===== config.mk =====
export PLATFORM = sky130hd
export DESIGN_NAME = ccfcp_cordic
export DESIGN_NICKNAME = d
export VERILOG_FILES = /design/src/hw/rtl/ccfcp_pkg.sv /design/src/hw/rtl/ccfcp_cordic.sv
export SDC_FILE = /design/constraint.sdc
export NUM_CORES = 2
export LEC_CHECK = 0
export BUFFER_PORTS_ARGS = -buffer_cell sky130_fd_sc_hd__buf_2
export CAP_MARGIN = 30
export CORE_MARGIN = 2
export CORE_UTILIZATION = 65
export DETAILED_ROUTE_END_ITERATION = 8
export PLACE_DENSITY_LB_ADDON = 0.15
export SETUP_SLACK_MARGIN = 0.2
export SKIP_CTS_REPAIR_TIMING = 1
export SYNTH_ARGS = -nofsm -noshare
export SYNTH_HDL_FRONTEND = slang
export SYNTH_SLANG_ARGS = --single-unit

===== constraint.sdc =====
create_clock -name clock -period 13.2 [get_ports clock]
set_input_delay 3.3 -clock clock [delete_from_list [all_inputs] [get_ports clock]]
set_output_delay 3.3 -clock clock [all_outputs]
set_load 0.005 [all_outputs]

===== src/hw/rtl/ccfcp_pkg.sv =====
// shared constants and the cordic arctangent table for the cone center block
// no dependencies

package ccfcp_pkg;

   localparam int COORD_WIDTH_DEF   = 17;
   localparam int CORDIC_STAGES_DEF = 16;
   localparam int ANGLE_WIDTH       = 16;
   localparam int CODE_WIDTH        = 3;

   localparam logic [15:0] CONE_RADIUS_RESET  = 16'd154;
   localparam logic [15:0] SLICE_RADIUS_RESET = 16'd102;
   localparam logic [16:0] MAX_WIDTH_RESET    = 17'd512;

   // reject codes
   localparam logic [CODE_WIDTH-1:0] CODE_NONE       = 3'd0;
   localparam logic [CODE_WIDTH-1:0] CODE_OPTIONS    = 3'd1;
   localparam logic [CODE_WIDTH-1:0] CODE_GEOMETRY   = 3'd2;
   localparam logic [CODE_WIDTH-1:0] CODE_DEGENERATE = 3'd3;
   localparam logic [CODE_WIDTH-1:0] CODE_TOO_WIDE   = 3'd4;
   localparam logic [CODE_WIDTH-1:0] CODE_OVERFLOW   = 3'd5;

   // register indexes
   localparam logic [1:0] REG_CONE_RADIUS  = 2'd0;
   localparam logic [1:0] REG_SLICE_RADIUS = 2'd1;
   localparam logic [1:0] REG_MAX_WIDTH    = 2'd2;

   // atan(2^-i) in units of pi/32768
   function automatic logic [13:0] atan_entry(input int i);
      logic [13:0] v;
      case (i)
         0:       v = 14'd8192;
         1:       v = 14'd4836;
         2:       v = 14'd2555;
         3:       v = 14'd1297;
         4:       v = 14'd651;
         5:       v = 14'd326;
         6:       v = 14'd163;
         7:       v = 14'd81;
         8:       v = 14'd41;
         9:       v = 14'd20;
         10:      v = 14'd10;
         11:      v = 14'd5;
         12:      v = 14'd3;
         13:      v = 14'd1;
         14:      v = 14'd1;
         default: v = 14'd0;
      endcase
      return v;
   endfunction

endpackage


===== src/hw/rtl/ccfcp_cordic.sv =====
// unrolled cordic vectoring pipeline giving the bearing of a point
// depends on ccfcp_pkg

module ccfcp_cordic import ccfcp_pkg::*; #(
   parameter int COORD_WIDTH = COORD_WIDTH_DEF,
   parameter int CORDIC_STAGES = CORDIC_STAGES_DEF,
   parameter int TAG_WIDTH = 8
) (
   input  logic                          clock,
   input  logic                          reset,
   input  logic                          adv,
   input  logic                          in_valid,
   input  logic signed [COORD_WIDTH-1:0] in_x,
   input  logic signed [COORD_WIDTH-1:0] in_y,
   input  logic [TAG_WIDTH-1:0]          in_tag,
   output logic                          out_valid,
   output logic [ANGLE_WIDTH-1:0]        out_angle,
   output logic [TAG_WIDTH-1:0]          out_tag
);
   // gain below 1.65 plus the quarter turn: three guard bits suffice
   localparam int XW = COORD_WIDTH + 3;

   logic signed [XW-1:0]     x_ff [CORDIC_STAGES+1];
   logic signed [XW-1:0]     y_ff [CORDIC_STAGES+1];
   logic [ANGLE_WIDTH-1:0]   z_ff [CORDIC_STAGES+1];
   logic [TAG_WIDTH-1:0]     t_ff [CORDIC_STAGES+1];
   logic                     v_ff [CORDIC_STAGES+1];

   // quarter-turn pre-rotation for the left half-plane
   logic signed [XW-1:0]   x0, y0, xe, ye;
   logic [ANGLE_WIDTH-1:0] z0;
   always_comb begin
      xe = XW'(in_x);
      ye = XW'(in_y);
      x0 = xe;
      y0 = ye;
      z0 = '0;
      if (xe < 0) begin
         if (ye >= 0) begin
            x0 = ye;
            y0 = -xe;
            z0 = ANGLE_WIDTH'(16384);
         end else begin
            x0 = -ye;
            y0 = xe;
            z0 = ANGLE_WIDTH'(-16384);
         end
      end
   end

   always_ff @(posedge clock) begin
      if (reset) begin
         v_ff[0] <= 1'b0;
      end else if (adv) begin
         v_ff[0] <= in_valid;
      end
      if (adv) begin
         x_ff[0] <= x0;
         y_ff[0] <= y0;
         z_ff[0] <= z0;
         t_ff[0] <= in_tag;
      end
   end

   for (genvar i = 0; i < CORDIC_STAGES; i++) begin : g_stage
      logic signed [XW-1:0]   x_in, y_in;
      logic [ANGLE_WIDTH-1:0] z_in;
      always_comb begin
         if (y_ff[i] > 0) begin
            x_in = x_ff[i] + (y_ff[i] >>> i);
            y_in = y_ff[i] - (x_ff[i] >>> i);
            z_in = z_ff[i] + ANGLE_WIDTH'(atan_entry(i));
         end else begin
            x_in = x_ff[i] - (y_ff[i] >>> i);
            y_in = y_ff[i] + (x_ff[i] >>> i);
            z_in = z_ff[i] - ANGLE_WIDTH'(atan_entry(i));
         end
      end
      always_ff @(posedge clock) begin
         if (reset) begin
            v_ff[i+1] <= 1'b0;
         end else if (adv) begin
            v_ff[i+1] <= v_ff[i];
         end
         if (adv) begin
            x_ff[i+1] <= x_in;
            y_ff[i+1] <= y_in;
            z_ff[i+1] <= z_in;
            t_ff[i+1] <= t_ff[i];
         end
      end
   end

   assign out_valid = v_ff[CORDIC_STAGES];
   assign out_angle = z_ff[CORDIC_STAGES];
   assign out_tag   = t_ff[CORDIC_STAGES];
endmodule


==> metrics.yaml <==
final_layout:
  drive_above_1_share: 0.0503
  post-route-util: 0.709
  syn_to_final_growth_pct: 7.80
  num_antenna_cells: 0
  nets: 7584
  regArea_sq_um: 28100
  num-fill-cells: 7609
  multi_input_area_sq_um: 38500
timing:
  max-slew-margin-rel: 0.197
  max_freq_mhz: 174
  fin_skew_ps: 26.5
  report.final.slew_viol_count: 0
  fin_tns_setup_ps: 0
  hold_viol_final: 0
  fin_crit_sh: 0.435
  max_slew.worst_pin.slew_ps: 1210
  setup_viol: 0
  grt_setup_unrepaired: "false"
  holdWs_ps: 409
  post-route-min-period_ps: 5740
worst_setup_path:
  rr_worst_depth: 17
  reg2reg_from: "y_ff[0][174]$_DFFE_PP_"
  required_ps: 13640
  reg2reg_slack_ps: 7460
  path_max_fanout: 21
  start_kind: "flop"
  critPathKind: "reg2reg"
  r2r_end: "y_ff[0][197]$_DFFE_PP_"
  endpoint_kind: "flop"
  crit_arrival_ps: 6180
worst_hold_path:
  min_path_cells: 0
  hold_end: "t_ff[1][5]$_DFFE_PP_"
  hp-class: "reg2reg"
  min_from: "t_ff[0][5]$_DFFE_PP_"
routing:
  drc_errors: 0
  drt_iter0_drc: 4081
  antenna_left: 0
  first_pass_iters: 6
  wl_mm: 151
  wl_per_cell_um: 18.3
  vias: 50500
  vias_per_cell: 6.14
job:
  cap_violations: 0
outcome:
  outcome: "finished, final reports clean"
logic_synthesis:
  syn_area_sq_um: 68300
  postSynthCellCount: 6655
  ys_warn_count: 0
  ys_seq_elements: 935
  yosysUniqueCellTypes: 87
  synth_flop_cell: "edfxtp_1"
  synth_top_area_frac: 0.411
  async_reset_ff_frac: 0
  synth_area_leaders: "edfxtp_1, ha_1, xnor2_1, a21oi_1, xor2_1"
  synth_edf_count: 935
  yosysTopAreaCell: "edfxtp_1"
  synth_seq_area_share: 0.411
  avgSynthCellArea_sq_um: 10.3
placement:
  routabilityCongestion: 0.975
  hpwl_mm: 114
  io_buffers: 69
clock_tree:
  cts_inserted_buffers: 101
  cts_sinks: 935
  cts_tree: "done"
  path_clk_slew_ps: 60
  htree_levels: 3
  cts_buffer_depth: 3
  cts_root_buf: "clkbuf_16"
  clk_latency_ps: 690
global_routing:
  grt_pass1_wl_mm: 242
  grt_util_all_layers: 0.274
  grt_pass1_vias: 48000
  antenna_found_initial: 2
  grt_max_degree: 181
  grt_overflow_total: 0
floorplanning:
  start_util: 0.658
  die_area_sq_um: 108000
  die_y_um: 328
  ios: 71
  coreArea_sq_um: 104000
  die_w_um: 328
  num_rows: 118
-- how the worst max path moves through the flow --
stage                                      start                      to  depth (start not counted)
after floorplan           y_ff[0][174]$_DFFE_PP_  y_ff[0][197]$_DFFE_PP_                         16
after global placement                       adv  z_ff[10][13]$_DFFE_PP_                          3
after detailed placement                     adv  z_ff[10][14]$_DFFE_PP_                          3
after CTS                 y_ff[0][174]$_DFFE_PP_  y_ff[0][197]$_DFFE_PP_                         17
after global routing      y_ff[0][174]$_DFFE_PP_  y_ff[0][197]$_DFFE_PP_                         17
final                     y_ff[0][174]$_DFFE_PP_  y_ff[0][197]$_DFFE_PP_                         17
-- logic make-up after synthesis --
family,share of synthesized area
flops,0.411
compound gates,0.171
xor+xnor,0.115
simple gates,0.124
buf+inv,0.0258
fa+ha+maj,0.148
mux,0.00500
other cells,0.0000549
-- layer usage --
metal,track usage,vias up,part of all wire,wire [um]
li1,-,24900,-,-
met1,0.378,24000,0.45,67600
met2,0.456,1311,0.47,70800
met3,0.0293,266,0.052,7880
met4,0.0868,0,0.029,4320
met5,0,-,0,0
-- flip-flops by register name (all words and copies together), names as in the netlist --
signal	count
y_ff	300
z_ff	216
x_ff	266
t_ff	136
v_ff	17
-- synthesized netlist by cell type, types with 70 or more instances --
cell type,instances
ha_1,747
a21oi_1,621
nor2_1,517
o21ai_0,338
a31oi_1,71
o21bai_1,70
o21a_1,94
nand3_1,101
clkbuf_1,78
nor3_1,154
inv_1,345
nor2b_1,109
nand2_1,379
edfxtp_1,935
nand2b_1,79
xnor2_1,565
xor2_1,328
a21o_1,222
o31ai_1,70
-- critical path, cell delays in order (launching register included) --
cell and delay (ps):
edfxtp_1 450, or4_1 580, nor3_1 450, and3_1 350, a31oi_2 110, buf_4 270
inv_1 490, nor2_1 100, xor2_1 180, ha_1 340, o21ai_0 190, o21bai_1 110
a2111oi_0 660, o31ai_1 290, and4_1 280, or3_1 360, a21oi_1 190, xnor2_1 80
-- area by class of cell --
cell class / count / share of cell area
Sequential cell: 935 / 0.381
Timing Repair Buffer: 93 / 0.00778
Tap cell: 1380 / 0.0235
Clock buffer: 116 / 0.0357
Clock inverter: 71 / 0.0109
Multi-Input combinational cell: 5269 / 0.523
Inverter: 353 / 0.0181
-- stage by stage --
stage	area [sq um]	std cells	setup slack, ps
2_1_floorplan	68300	6658	8490
3_3_place_gp	70200	8030	7310
3_5_place_dp	70200	8030	7230
4_1_cts	73600	8217	7510
5_1_grt	73600	8217	6930
6_report	73600	8217	7460
-- layout by cell type, fill, tap and decap left out, types with 222 or more instances in the layout --
cell and n:
edfxtp_1 935, ha_1 747, a21oi_1 620, xnor2_1 565, nor2_1 517, nand2_1 379, inv_1 345, o21ai_0 338
xor2_1 328, a21o_1 222
Power is not shown: default switching activity piles up to over one toggle a cycle in this logic, so the estimate is an artifact.
