<file path="src/hw/rtl/ccfcp_pkg.sv">
// shared constants and the cordic arctangent table for the cone center block
// no dependencies

package ccfcp_pkg;

   localparam int COORD_WIDTH_DEF   = 17;
   localparam int CORDIC_STAGES_DEF = 16;
   localparam int ANGLE_WIDTH       = 16;
   localparam int CODE_WIDTH        = 3;

   localparam logic [15:0] CONE_RADIUS_RESET  = 16'd154;
   localparam logic [15:0] SLICE_RADIUS_RESET = 16'd102;
   localparam logic [16:0] MAX_WIDTH_RESET    = 17'd512;

   // reject codes
   localparam logic [CODE_WIDTH-1:0] CODE_NONE       = 3'd0;
   localparam logic [CODE_WIDTH-1:0] CODE_OPTIONS    = 3'd1;
   localparam logic [CODE_WIDTH-1:0] CODE_GEOMETRY   = 3'd2;
   localparam logic [CODE_WIDTH-1:0] CODE_DEGENERATE = 3'd3;
   localparam logic [CODE_WIDTH-1:0] CODE_TOO_WIDE   = 3'd4;
   localparam logic [CODE_WIDTH-1:0] CODE_OVERFLOW   = 3'd5;

   // register indexes
   localparam logic [1:0] REG_CONE_RADIUS  = 2'd0;
   localparam logic [1:0] REG_SLICE_RADIUS = 2'd1;
   localparam logic [1:0] REG_MAX_WIDTH    = 2'd2;

   // atan(2^-i) in units of pi/32768
   function automatic logic [13:0] atan_entry(input int i);
      logic [13:0] v;
      case (i)
         0:       v = 14'd8192;
         1:       v = 14'd4836;
         2:       v = 14'd2555;
         3:       v = 14'd1297;
         4:       v = 14'd651;
         5:       v = 14'd326;
         6:       v = 14'd163;
         7:       v = 14'd81;
         8:       v = 14'd41;
         9:       v = 14'd20;
         10:      v = 14'd10;
         11:      v = 14'd5;
         12:      v = 14'd3;
         13:      v = 14'd1;
         14:      v = 14'd1;
         default: v = 14'd0;
      endcase
      return v;
   endfunction

endpackage

</file>
<file path="src/hw/rtl/ccfcp_divider.sv">
// pipelined unsigned restoring divider, one quotient bit per stage, with remainder
// depends on ccfcp_pkg

module ccfcp_divider import ccfcp_pkg::*; #(
   parameter int NUM_WIDTH = 34,
   parameter int DEN_WIDTH = 17,
   parameter int TAG_WIDTH = 8
) (
   input  logic                   clock,
   input  logic                   reset,
   input  logic                   adv,
   input  logic                   in_valid,
   input  logic [NUM_WIDTH-1:0]   in_num,
   input  logic [DEN_WIDTH-1:0]   in_den,
   input  logic [TAG_WIDTH-1:0]   in_tag,
   output logic                   out_valid,
   output logic [NUM_WIDTH-1:0]   out_quot,
   output logic [DEN_WIDTH-1:0]   out_rem,
   output logic [DEN_WIDTH-1:0]   out_den,
   output logic [TAG_WIDTH-1:0]   out_tag
);
   logic [DEN_WIDTH-1:0] rem_ff [NUM_WIDTH+1];
   logic [NUM_WIDTH-1:0] num_ff [NUM_WIDTH+1];
   logic [DEN_WIDTH-1:0] den_ff [NUM_WIDTH+1];
   logic [TAG_WIDTH-1:0] tag_ff [NUM_WIDTH+1];
   logic                 v_ff   [NUM_WIDTH+1];

   always_ff @(posedge clock) begin
      if (reset) begin
         v_ff[0] <= 1'b0;
      end else if (adv) begin
         v_ff[0] <= in_valid;
      end
      if (adv) begin
         rem_ff[0] <= '0;
         num_ff[0] <= in_num;
         den_ff[0] <= in_den;
         tag_ff[0] <= in_tag;
      end
   end

   // numerator bits shift out at the top, quotient bits shift in at the bottom
   for (genvar s = 0; s < NUM_WIDTH; s++) begin : g_stage
      logic [DEN_WIDTH:0]   part;
      logic [DEN_WIDTH-1:0] rem_in;
      logic                 qbit;
      always_comb begin
         part = {rem_ff[s], num_ff[s][NUM_WIDTH-1]};
         qbit = (part >= {1'b0, den_ff[s]});
         if (qbit) part = part - {1'b0, den_ff[s]};
         rem_in = part[DEN_WIDTH-1:0];
      end
      always_ff @(posedge clock) begin
         if (reset) begin
            v_ff[s+1] <= 1'b0;
         end else if (adv) begin
            v_ff[s+1] <= v_ff[s];
         end
         if (adv) begin
            rem_ff[s+1] <= rem_in;
            num_ff[s+1] <= {num_ff[s][NUM_WIDTH-2:0], qbit};
            den_ff[s+1] <= den_ff[s];
            tag_ff[s+1] <= tag_ff[s];
         end
      end
   end

   assign out_valid = v_ff[NUM_WIDTH];
   assign out_quot  = num_ff[NUM_WIDTH];
   assign out_rem   = rem_ff[NUM_WIDTH];
   assign out_den   = den_ff[NUM_WIDTH];
   assign out_tag   = tag_ff[NUM_WIDTH];
endmodule

</file>
<file path="config.mk">
export PLATFORM = sky130hd
export DESIGN_NAME = ccfcp_divider
export DESIGN_NICKNAME = d
export VERILOG_FILES = /design/src/hw/rtl/ccfcp_pkg.sv /design/src/hw/rtl/ccfcp_divider.sv
export SDC_FILE = /design/constraint.sdc
export NUM_CORES = 2
export LEC_CHECK = 0
export BUFFER_PORTS_ARGS = -buffer_cell sky130_fd_sc_hd__buf_4
export CAP_MARGIN = 20
export CORE_MARGIN = 8
export CORE_UTILIZATION = 48
export CTS_CLUSTER_SIZE = 30
export DETAILED_ROUTE_END_ITERATION = 7
export HOLD_SLACK_MARGIN = 0.03
export SYNTH_ARGS = -nofsm -noshare
export SYNTH_HDL_FRONTEND = slang
export SYNTH_SLANG_ARGS = --single-unit
</file>
<file path="constraint.sdc">
create_clock -name clock -period 7.7 [get_ports clock]
set_input_delay 1.155 -clock clock [delete_from_list [all_inputs] [get_ports clock]]
set_output_delay 1.155 -clock clock [all_outputs]
set_load 0.01 [all_outputs]
</file>
==> impl_metrics.env <==
export IMPL_setup_slack_ns=3.84
export IMPL_crit_path_start="num_ff[19][33]"
export IMPL_worstSetupEndpointType="register"
export IMPL_status="finished clean"
export IMPL_drc=0
export IMPL_clk_latency_ns=0.93
export IMPL_leakage_uw=0.0486
export IMPL_cts_made_buffers=300
export IMPL_rsz0062_at_grt="false"
export IMPL_cts_root_buf="clkbuf_16"
export IMPL_r2r_start="num_ff[19][33]"
export IMPL_cts_sinks=2678
export IMPL_dpl_hpwl_um=138000
export IMPL_synth_edf_count=2678
export IMPL_ioPinCount=140
export IMPL_clk_pin_slew_ns=0.06
export IMPL_fin_setup_tns_ns=0
export IMPL_period_needed_ns=3.86
export IMPL_die_area_sq_mm=0.253
export IMPL_synth_top_area_cell="edfxtp_1"
export IMPL_yosysSeqAreaShare_pct=70.6
export IMPL_min_to="num_ff[29][18]"
export IMPL_grt_overflow=0
export IMPL_clockBufferDepth=4
export IMPL_vias_per_cell=5.25
export IMPL_holdBufCountCts=0
export IMPL_rr_worst_depth=12
export IMPL_area_growth_pct=12.6
export IMPL_finalSetupViolations=0
export IMPL_postRouteAntennaNets=0
export IMPL_yosys_warnings=0
export IMPL_htree_levels=5
export IMPL_slew_violations=0
export IMPL_p_per_area_mw_per_mm2=381
export IMPL_die_h_um=503
export IMPL_grt_pass1_wl_um=324000
export IMPL_min_from="num_ff[28][17]"
export IMPL_io_buffers=139
export IMPL_cts_setup_buffers=0
export IMPL_drt_total_wl_um=203000
export IMPL_grt_max_degree=192
export IMPL_synth_flop_cell="edfxtp_1"
export IMPL_hold_viol=0
export IMPL_place_ws_ns=3.78
export IMPL_start_util_pct=48.1
export IMPL_drtIter0Drc=3951
export IMPL_finalNetCount=8801
export IMPL_worst_pin_slew_ns=1.15
export IMPL_avgSynthCellArea_sq_um=14.7
export IMPL_max_slew_margin_rel_pct=23.5
export IMPL_synth_area_sq_mm=0.114
export IMPL_crit_fanout=18
export IMPL_drive_gt1_share_pct=9.88
export IMPL_period_share_pct=50.2
export IMPL_syn_inst=7766
export IMPL_worstSetupPathType="reg2reg"
export IMPL_first_global_vias=60883
export IMPL_clock_skew_final_ns=0.0668
export IMPL_start_kind="register"
export IMPL_core_area_sq_mm=0.237
export IMPL_async_flop_share_pct=0
export IMPL_cap_violations=0
export IMPL_yosysUniqueCellTypes=85
export IMPL_syn_nets=8425
export IMPL_die_w_um=503
export IMPL_avgRoutedWirePerCell_um=17.7
export IMPL_vias=60498
export IMPL_max_freq_ghz=0.259
export IMPL_drt_pass1_iterations=5
export IMPL_min_path_cells=0
export IMPL_num_rows=179
export IMPL_required_ns=8.32
export IMPL_ir_worst_vdd_uv=195
export IMPL_place_gp_congestion=0.843
export IMPL_crit_arrival_ns=4.48
export IMPL_ys_seq_elements=2678
export IMPL_synth_top_cell_area_share_pct=70.6
export IMPL_r2r_end="rem_ff[20][12]"
export IMPL_postCtsResizedCells=0
export IMPL_grt_usage_pct=15.7
export IMPL_hold_class="reg2reg"
export IMPL_tritoncts="done"
export IMPL_antenna_found_initial=1
export IMPL_yosys_top_cells_area="edfxtp_1 (71%), ha_1 (6.2%), inv_1 (2.4%), o21ai_0 (2.2%), xnor2_1 (2.1%)"
export IMPL_r2r_slack_ns=3.84
==> metrics by stage <==
stage	instances	cell area [sq um]	hold WS, ns	total power [uW]	utilization [%]
finish	11518	128000	0.361	48900	54.1
floorplan	7766	114000	0.400	31900	-
global route	11518	128000	0.331	52000	54.1
CTS	11515	128000	0.309	49500	54.1
detailed placement	11005	119000	0.405	35900	50.3
global placement	11005	119000	0.400	35700	50.3
==> logic make-up after synthesis <==
logic type      share of synthesized area (%)
mux                                      1.90
xor+xnor                                 3.39
flops                                    70.6
buf+inv                                  2.81
simple gates                             5.61
fa+ha+maj                                6.77
compound gates                           8.92
==> placed cells by master (no fill, tap or decap), types with 173 or more instances in the layout <==
master	n
a21o_1	179
a21oi_1	440
clkbuf_16	305
edfxtp_1	2678
ha_1	563
inv_1	729
nand2_1	498
nor2_1	348
o21ai_0	508
xnor2_1	268
xor2_1	173
==> layer usage <==
metal / part of all wire (%) / routed length, um / vias to the layer above / track usage [%]
met2: 49 / 99000 / 1076 / 27.1
met4: 3.3 / 6690 / 0 / 5.43
met5: 0 / 0 / - / 0
met3: 3.5 / 7190 / 438 / 2.40
li1: - / - / 29736 / -
met1: 45 / 90500 / 29248 / 20.5
==> how the worst max path moves through the flow <==
stage / depth (start not counted) / end / slack, ns
final: 12 / rem_ff[20][12] / 3.84
after floorplan: 13 / rem_ff[25][10] / 4.33
after global placement: 12 / rem_ff[20][1] / 3.72
after CTS: 12 / rem_ff[20][12] / 3.72
after detailed placement: 12 / rem_ff[20][11] / 3.78
after global routing: 12 / rem_ff[20][12] / 3.43
==> registers in the layout, indices dropped and copies added, names as in the netlist <==
register	cells
num_ff	1190
den_ff	595
tag_ff	280
rem_ff	578
v_ff	35
==> power by group <==
part,switching (uW),internal (uW)
Combinational,8320,6480
Clock,5410,7830
Sequential,1390,19500
Total,15100,33800
==> Yosys cell counts (23+ instances only) <==
master and number:
nor2_1 348, o21bai_1 71, nand4_1 75, a21o_1 179
o31ai_1 28, a211oi_1 69, nand3_1 69, a31oi_1 56
o31a_1 35, a21oi_1 440, or3_1 28, nor2b_1 52
xor2_1 173, and3_1 30, o21a_1 58, xnor2_1 268
nand2_1 498, inv_1 729, nand2b_1 51, o41ai_1 23
mux2i_1 23, and2_1 51, clkbuf_1 106, nor3_1 89
ha_1 563, edfxtp_1 2678, o21ai_0 508, fa_1 33
mux2_2 161
==> critical path: stages, from the launching register on <==
cell and delay, ns:
edfxtp_1 0.36, inv_1 0.09, ha_1 0.18, inv_1 0.06, fa_1 0.42, a211oi_1 0.30
o21ai_0 0.19, a21oi_1 0.39, a21oi_1 0.11, o21ai_0 0.19, nand2_1 0.11, a211oi_4 0.77
mux2_2 0.42
==> final cells by class <==
class                      count  area (sq um)
fill                       19160        109000
sequential                  2678         80400
timing repair buffer         191          1670
inverter                     729          2740
clock inverter               149          1240
clock buffer                 361          7840
tap                         3167          3960
multi-input combinational   4242         30400
antenna                        1          2.50
Power figures use the tool's default switching activity.
