## config.mk

```make
export PLATFORM = sky130hd
export DESIGN_NAME = ccfcp_isqrt
export DESIGN_NICKNAME = d
export VERILOG_FILES = /design/src/hw/rtl/ccfcp_pkg.sv /design/src/hw/rtl/ccfcp_isqrt.sv
export SDC_FILE = /design/constraint.sdc
export NUM_CORES = 2
export LEC_CHECK = 0
export ABC_AREA = 1
export BUFFER_PORTS_ARGS = -buffer_cell sky130_fd_sc_hd__buf_4
export CAP_MARGIN = 20
export CORE_MARGIN = 3
export CORE_UTILIZATION = 40
export CTS_CLUSTER_SIZE = 14
export DETAILED_ROUTE_END_ITERATION = 8
export GPL_ROUTABILITY_DRIVEN = 0
export PLACE_DENSITY_LB_ADDON = 0.2
export SLEW_MARGIN = 20
export SYNTH_ARGS = -nofsm -noshare
export SYNTH_HDL_FRONTEND = slang
export SYNTH_SLANG_ARGS = --single-unit
```

## constraint.sdc

```tcl
create_clock -name clock -period 4.63 [get_ports clock]
set_clock_uncertainty 0.15 [all_clocks]
set_input_delay 0.463 -clock clock [delete_from_list [all_inputs] [get_ports clock]]
set_output_delay 0.463 -clock clock [all_outputs]
set_load 0.05 [all_outputs]
```

## src/hw/rtl/ccfcp_pkg.sv

```systemverilog
// shared constants and the cordic arctangent table for the cone center block
// no dependencies

package ccfcp_pkg;

   localparam int COORD_WIDTH_DEF   = 17;
   localparam int CORDIC_STAGES_DEF = 16;
   localparam int ANGLE_WIDTH       = 16;
   localparam int CODE_WIDTH        = 3;

   localparam logic [15:0] CONE_RADIUS_RESET  = 16'd154;
   localparam logic [15:0] SLICE_RADIUS_RESET = 16'd102;
   localparam logic [16:0] MAX_WIDTH_RESET    = 17'd512;

   // reject codes
   localparam logic [CODE_WIDTH-1:0] CODE_NONE       = 3'd0;
   localparam logic [CODE_WIDTH-1:0] CODE_OPTIONS    = 3'd1;
   localparam logic [CODE_WIDTH-1:0] CODE_GEOMETRY   = 3'd2;
   localparam logic [CODE_WIDTH-1:0] CODE_DEGENERATE = 3'd3;
   localparam logic [CODE_WIDTH-1:0] CODE_TOO_WIDE   = 3'd4;
   localparam logic [CODE_WIDTH-1:0] CODE_OVERFLOW   = 3'd5;

   // register indexes
   localparam logic [1:0] REG_CONE_RADIUS  = 2'd0;
   localparam logic [1:0] REG_SLICE_RADIUS = 2'd1;
   localparam logic [1:0] REG_MAX_WIDTH    = 2'd2;

   // atan(2^-i) in units of pi/32768
   function automatic logic [13:0] atan_entry(input int i);
      logic [13:0] v;
      case (i)
         0:       v = 14'd8192;
         1:       v = 14'd4836;
         2:       v = 14'd2555;
         3:       v = 14'd1297;
         4:       v = 14'd651;
         5:       v = 14'd326;
         6:       v = 14'd163;
         7:       v = 14'd81;
         8:       v = 14'd41;
         9:       v = 14'd20;
         10:      v = 14'd10;
         11:      v = 14'd5;
         12:      v = 14'd3;
         13:      v = 14'd1;
         14:      v = 14'd1;
         default: v = 14'd0;
      endcase
      return v;
   endfunction

endpackage

```

## src/hw/rtl/ccfcp_isqrt.sv

```systemverilog
// pipelined rounded integer square root, one result bit per stage
// depends on ccfcp_pkg

module ccfcp_isqrt import ccfcp_pkg::*; #(
   parameter int IN_WIDTH = 34,
   parameter int TAG_WIDTH = 8
) (
   input  logic                   clock,
   input  logic                   reset,
   input  logic                   adv,
   input  logic                   in_valid,
   input  logic [IN_WIDTH-1:0]    in_value,
   input  logic [TAG_WIDTH-1:0]   in_tag,
   output logic                   out_valid,
   output logic [IN_WIDTH/2:0]    out_root,
   output logic [TAG_WIDTH-1:0]   out_tag
);
   localparam int HALF = (IN_WIDTH + 1) / 2;
   localparam int RW   = 2 * HALF;
   localparam int QW   = HALF + 1;

   logic [RW+1:0]      rem_ff  [HALF+1];
   logic [QW-1:0]      root_ff [HALF+1];
   logic [RW-1:0]      val_ff  [HALF+1];
   logic [TAG_WIDTH-1:0] tag_ff [HALF+1];
   logic               v_ff    [HALF+1];

   // stage 0 takes the operand
   always_ff @(posedge clock) begin
      if (reset) begin
         v_ff[0] <= 1'b0;
      end else if (adv) begin
         v_ff[0] <= in_valid;
      end
      if (adv) begin
         rem_ff[0]  <= '0;
         root_ff[0] <= '0;
         val_ff[0]  <= RW'(in_value);
         tag_ff[0]  <= in_tag;
      end
   end

   // restoring digit recurrence, two radicand bits per stage
   for (genvar s = 0; s < HALF; s++) begin : g_stage
      logic [RW+1:0] rem_in;
      logic [RW+1:0] trial;
      logic [QW-1:0] root_in;
      always_comb begin
         rem_in = {rem_ff[s][RW-1:0], val_ff[s][RW-1:RW-2]};
         trial  = (RW+2)'({root_ff[s], 2'b01});
         if (rem_in >= trial) begin
            rem_in  = rem_in - trial;
            root_in = {root_ff[s][QW-2:0], 1'b1};
         end else begin
            root_in = {root_ff[s][QW-2:0], 1'b0};
         end
      end
      always_ff @(posedge clock) begin
         if (reset) begin
            v_ff[s+1] <= 1'b0;
         end else if (adv) begin
            v_ff[s+1] <= v_ff[s];
         end
         if (adv) begin
            rem_ff[s+1]  <= rem_in;
            root_ff[s+1] <= root_in;
            val_ff[s+1]  <= {val_ff[s][RW-3:0], 2'b00};
            tag_ff[s+1]  <= tag_ff[s];
         end
      end
   end

   // round half up: remainder above root means n > r*r + r
   logic [QW-1:0] rounded;
   always_comb begin
      rounded = root_ff[HALF];
      if (rem_ff[HALF] > (RW+2)'(root_ff[HALF])) rounded = rounded + 1'b1;
   end
   assign out_valid = v_ff[HALF];
   assign out_root  = (IN_WIDTH/2+1)'(rounded);
   assign out_tag   = tag_ff[HALF];
endmodule

```

==> flow_summary.json <==
{
  "status": "completed",
  "r2r_end": "rem_ff[16][16]",
  "slew_violations": 0,
  "io_buffer_count": 72,
  "grt-ovfl-total": 0,
  "max-vdd-ir-drop_v": 0.000321,
  "min_delay_path_depth": 1,
  "drt_wl_total_um": 152000,
  "initial_utilization": 0.406,
  "r2r_slack_ps": 1450,
  "ys_seq_elements": 1150,
  "path_buf_inv": 3,
  "synth_enable_flop_cells": 1150,
  "ys_types": 53,
  "syn_avg_cell_area_um2": 9.46,
  "post_cts_resized": 0,
  "crit_path_end_kind": "output port",
  "grt_max_degree": 147,
  "synthArstFlopShare": 0,
  "reg2reg_depth": 11,
  "critPathRequiredTime_ps": 4020,
  "drtPass1Iterations": 6,
  "synth_top_area_share": 0.573,
  "hp-class": "in2reg",
  "ys.flop_type": "edfxtp_1",
  "fin_nets": 6826,
  "start_kind": "register",
  "setup_viol": 0,
  "crit_family": "simple AND/OR/NAND/NOR gates",
  "numCtsBuffers": 132,
  "routedWlPerCell_um": 17.5,
  "worstPathCellList": "inv_1 > ha_1 > nand2_1 > nor2_1 > nand4_1 > nor2_1 > nor2_1 > nand2_1 > nand2_2 > inv_2 > nand2_1 > nand2_1 > nand2_1 > buf_4",
  "crit_type": "reg2out",
  "cts_sinks": 1150,
  "fin_tns_setup_ps": 0,
  "synthToLayoutAreaGrowth_pct": 12.5,
  "worstMarginPinSlew_ps": 975,
  "min_to": "val_ff[0][16]",
  "synth_fp_nets": 6612,
  "clock_latency_ps": 760,
  "grt_pass1_vias": 42959,
  "dr.first_iter.drc_count": 3507,
  "drive_gt1_frac": 0.0769,
  "design_area_um2": 67900,
  "rr_startpoint": "root_ff[15][7]",
  "antenna_found_initial": 0,
  "grt_pass1_wl_um": 236000,
  "dieArea_um2": 155000,
  "arrival_ps": 3170,
  "hp-start": "adv",
  "grt_use_total": 0.191,
  "syn_inst": 6374,
  "vias_per_cell": 5.10,
  "drc": 0,
  "ant_nets": 0,
  "period_needed_ps": 3780,
  "synth_area_leaders": "edfxtp_1, nand2_1, inv_1, nor2_1, ha_1",
  "num_vias": 44294,
  "diodes": 0,
  "dpl_cell_area_um2": 63200,
  "yosysTopAreaCell": "edfxtp_1",
  "cts_tree": "built",
  "die_w_um": 394,
  "crit_path_frequent_cell": "nand2_1",
  "htreeDepth": 4,
  "dp_hpwl_um": 115000,
  "p_leak_nw": 27.5,
  "slew-limit-headroom": 0.344,
  "cap_viol_max_count": 0,
  "core_area_um2": 149000,
  "power.density_nw_per_um2": 412,
  "cp_max_fo": 25,
  "cp_slowest_stage_delay_ps": 470,
  "clk_pin_slew_ps": 60,
  "cts-root-buf": "clkbuf_16",
  "placementRows": 141,
  "fin_crit_sh": 0.817,
  "die_h_um": 394,
  "ios": 73,
  "fmax_ghz": 0.264,
  "rsz0062_at_grt": "false",
  "crit_slowest_cell": "edfxtp_1",
  "syn_area_um2": 60300,
  "cts.path.max_buffers": 3,
  "synth_warnings": 0,
  "final-hold-violation-count": 0,
  "synth-seq-area-share": 0.573
}
[cells in the mapped netlist, types with 4 or more instances]
| cell type | n |
|---|---|
| nand2_1 | 1446 |
| edfxtp_1 | 1150 |
| inv_1 | 937 |
| nor2_1 | 746 |
| nand3_1 | 350 |
| a21oi_1 | 326 |
| o21ai_0 | 209 |
| ha_1 | 192 |
| nand4_1 | 143 |
| xor2_1 | 126 |
| nor3_1 | 125 |
| xnor2_1 | 112 |
| o21ai_1 | 91 |
| a21oi_2 | 49 |
| nand2_2 | 38 |
| nand3b_1 | 31 |
| o21ai_2 | 31 |
| inv_2 | 26 |
| nor4_1 | 25 |
| or2_2 | 25 |
| nor2_2 | 22 |
| buf_2 | 21 |
| buf_4 | 20 |
| buf_6 | 19 |
| o21bai_1 | 12 |
| a21o_1 | 11 |
| a31oi_1 | 8 |
| and2_1 | 8 |
| nand3_2 | 7 |
| nor3b_1 | 6 |
| and3_1 | 5 |
| nand2_4 | 5 |
| nand3_4 | 5 |
| nor2_4 | 5 |
| o211ai_1 | 5 |
| or2_1 | 5 |
| nor3_2 | 4 |
[registers in the layout (all words and copies together) (netlist names)]
register  cells
rem_ff      529
val_ff      306
root_ff     153
tag_ff      144
v_ff         18
[area by class of cell]
class	count	area, um^2
Clock buffer	154	3390
Clock inverter	77	851
Fill cell	14113	80900
Inverter	967	3640
Multi-Input combinational cell	4195	21700
Sequential cell	1150	34500
Tap cell	2002	2500
Timing Repair Buffer	142	1290
[stage by stage]
stage	std cells	total power [mW]	hold slack, ps	utilization	setup slack, ps
floorplan	6374	16.3	250	-	1510
global placement	8413	17.9	250	0.425	1460
detailed placement	8413	17.9	255	0.425	1440
CTS	8687	28.3	88.4	0.456	751
global route	8687	29.3	106	0.456	502
finish	8687	28.0	112	0.456	848
[metal layers]
| layer | vias to the layer above | wire [um] | track usage |
|---|---|---|---|
| li1 | 21821 | - | - |
| met1 | 20653 | 62700 | 0.235 |
| met4 | 0 | 7560 | 0.0928 |
| met3 | 412 | 7760 | 0.0300 |
| met2 | 1408 | 73500 | 0.327 |
| met5 | - | 0 | 0 |
[cell families (layout without fill, tap and decap cells)]
family          count (synthesis)  after routing  share of synthesized area
flops                        1150           1150                      0.573
other cells                     1              1                  0.0000622
buf+inv                      1029           1340                     0.0682
compound gates                756            756                     0.0698
xor+xnor                      238            238                     0.0346
simple gates                 3008           3008                      0.215
fa+ha+maj                     192            192                     0.0398
[worst reg2reg max path: cells and delay by family (launching register included)]
kind	cells	cell delay [ps]
adders and majority gates	1	360
and+or+nand+nor	3	230
buffers and inverters	4	1140
AOI/OAI and AO/OA	3	600
DFF	1	470
[power breakdown]
part | leakage, nW | switching [mW] | internal (mW)
combinational | 14.3 | 3.01 | 1.45
sequential | 11.1 | 0.706 | 12.7
clock | 2.05 | 4.25 | 5.90
total | 27.5 | 7.96 | 20.0
[worst max-delay path by stage]
stage	endpoint	cells after the start	slack (ps)	start
5_1_grt	out_root[5]	13	500	root_ff[17][6]
4_1_cts	out_root[5]	13	750	root_ff[17][7]
2_1_floorplan	out_root[16]	7	1510	root_ff[17][0]
3_3_place_gp	rem_ff[16][15]	11	1460	root_ff[15][7]
3_5_place_dp	rem_ff[16][14]	11	1440	root_ff[15][7]
6_report	out_root[11]	14	850	root_ff[17][7]
[placed cells by master, fill, tap and decap left out, types with 22 or more instances in the layout]
| cell | n |
|---|---|
| a21oi_1 | 326 |
| a21oi_2 | 49 |
| buf_4 | 89 |
| clkbuf_1 | 22 |
| clkbuf_16 | 132 |
| dlygate4sd3_1 | 43 |
| edfxtp_1 | 1150 |
| ha_1 | 192 |
| inv_1 | 937 |
| inv_2 | 26 |
| nand2_1 | 1446 |
| nand2_2 | 38 |
| nand3_1 | 350 |
| nand3b_1 | 31 |
| nand4_1 | 143 |
| nor2_1 | 746 |
| nor2_2 | 22 |
| nor3_1 | 125 |
| nor4_1 | 25 |
| o21ai_0 | 209 |
| o21ai_1 | 91 |
| o21ai_2 | 31 |
| or2_2 | 25 |
| xnor2_1 | 112 |
| xor2_1 | 126 |
[timing repair]
action / 4_1_cts / 5_1_grt
hold buffers: 43 / 0
setup buffers: 0 / 0
endpoints found under the hold margin: 43 / 0
Power figures use the tool's default switching activity.
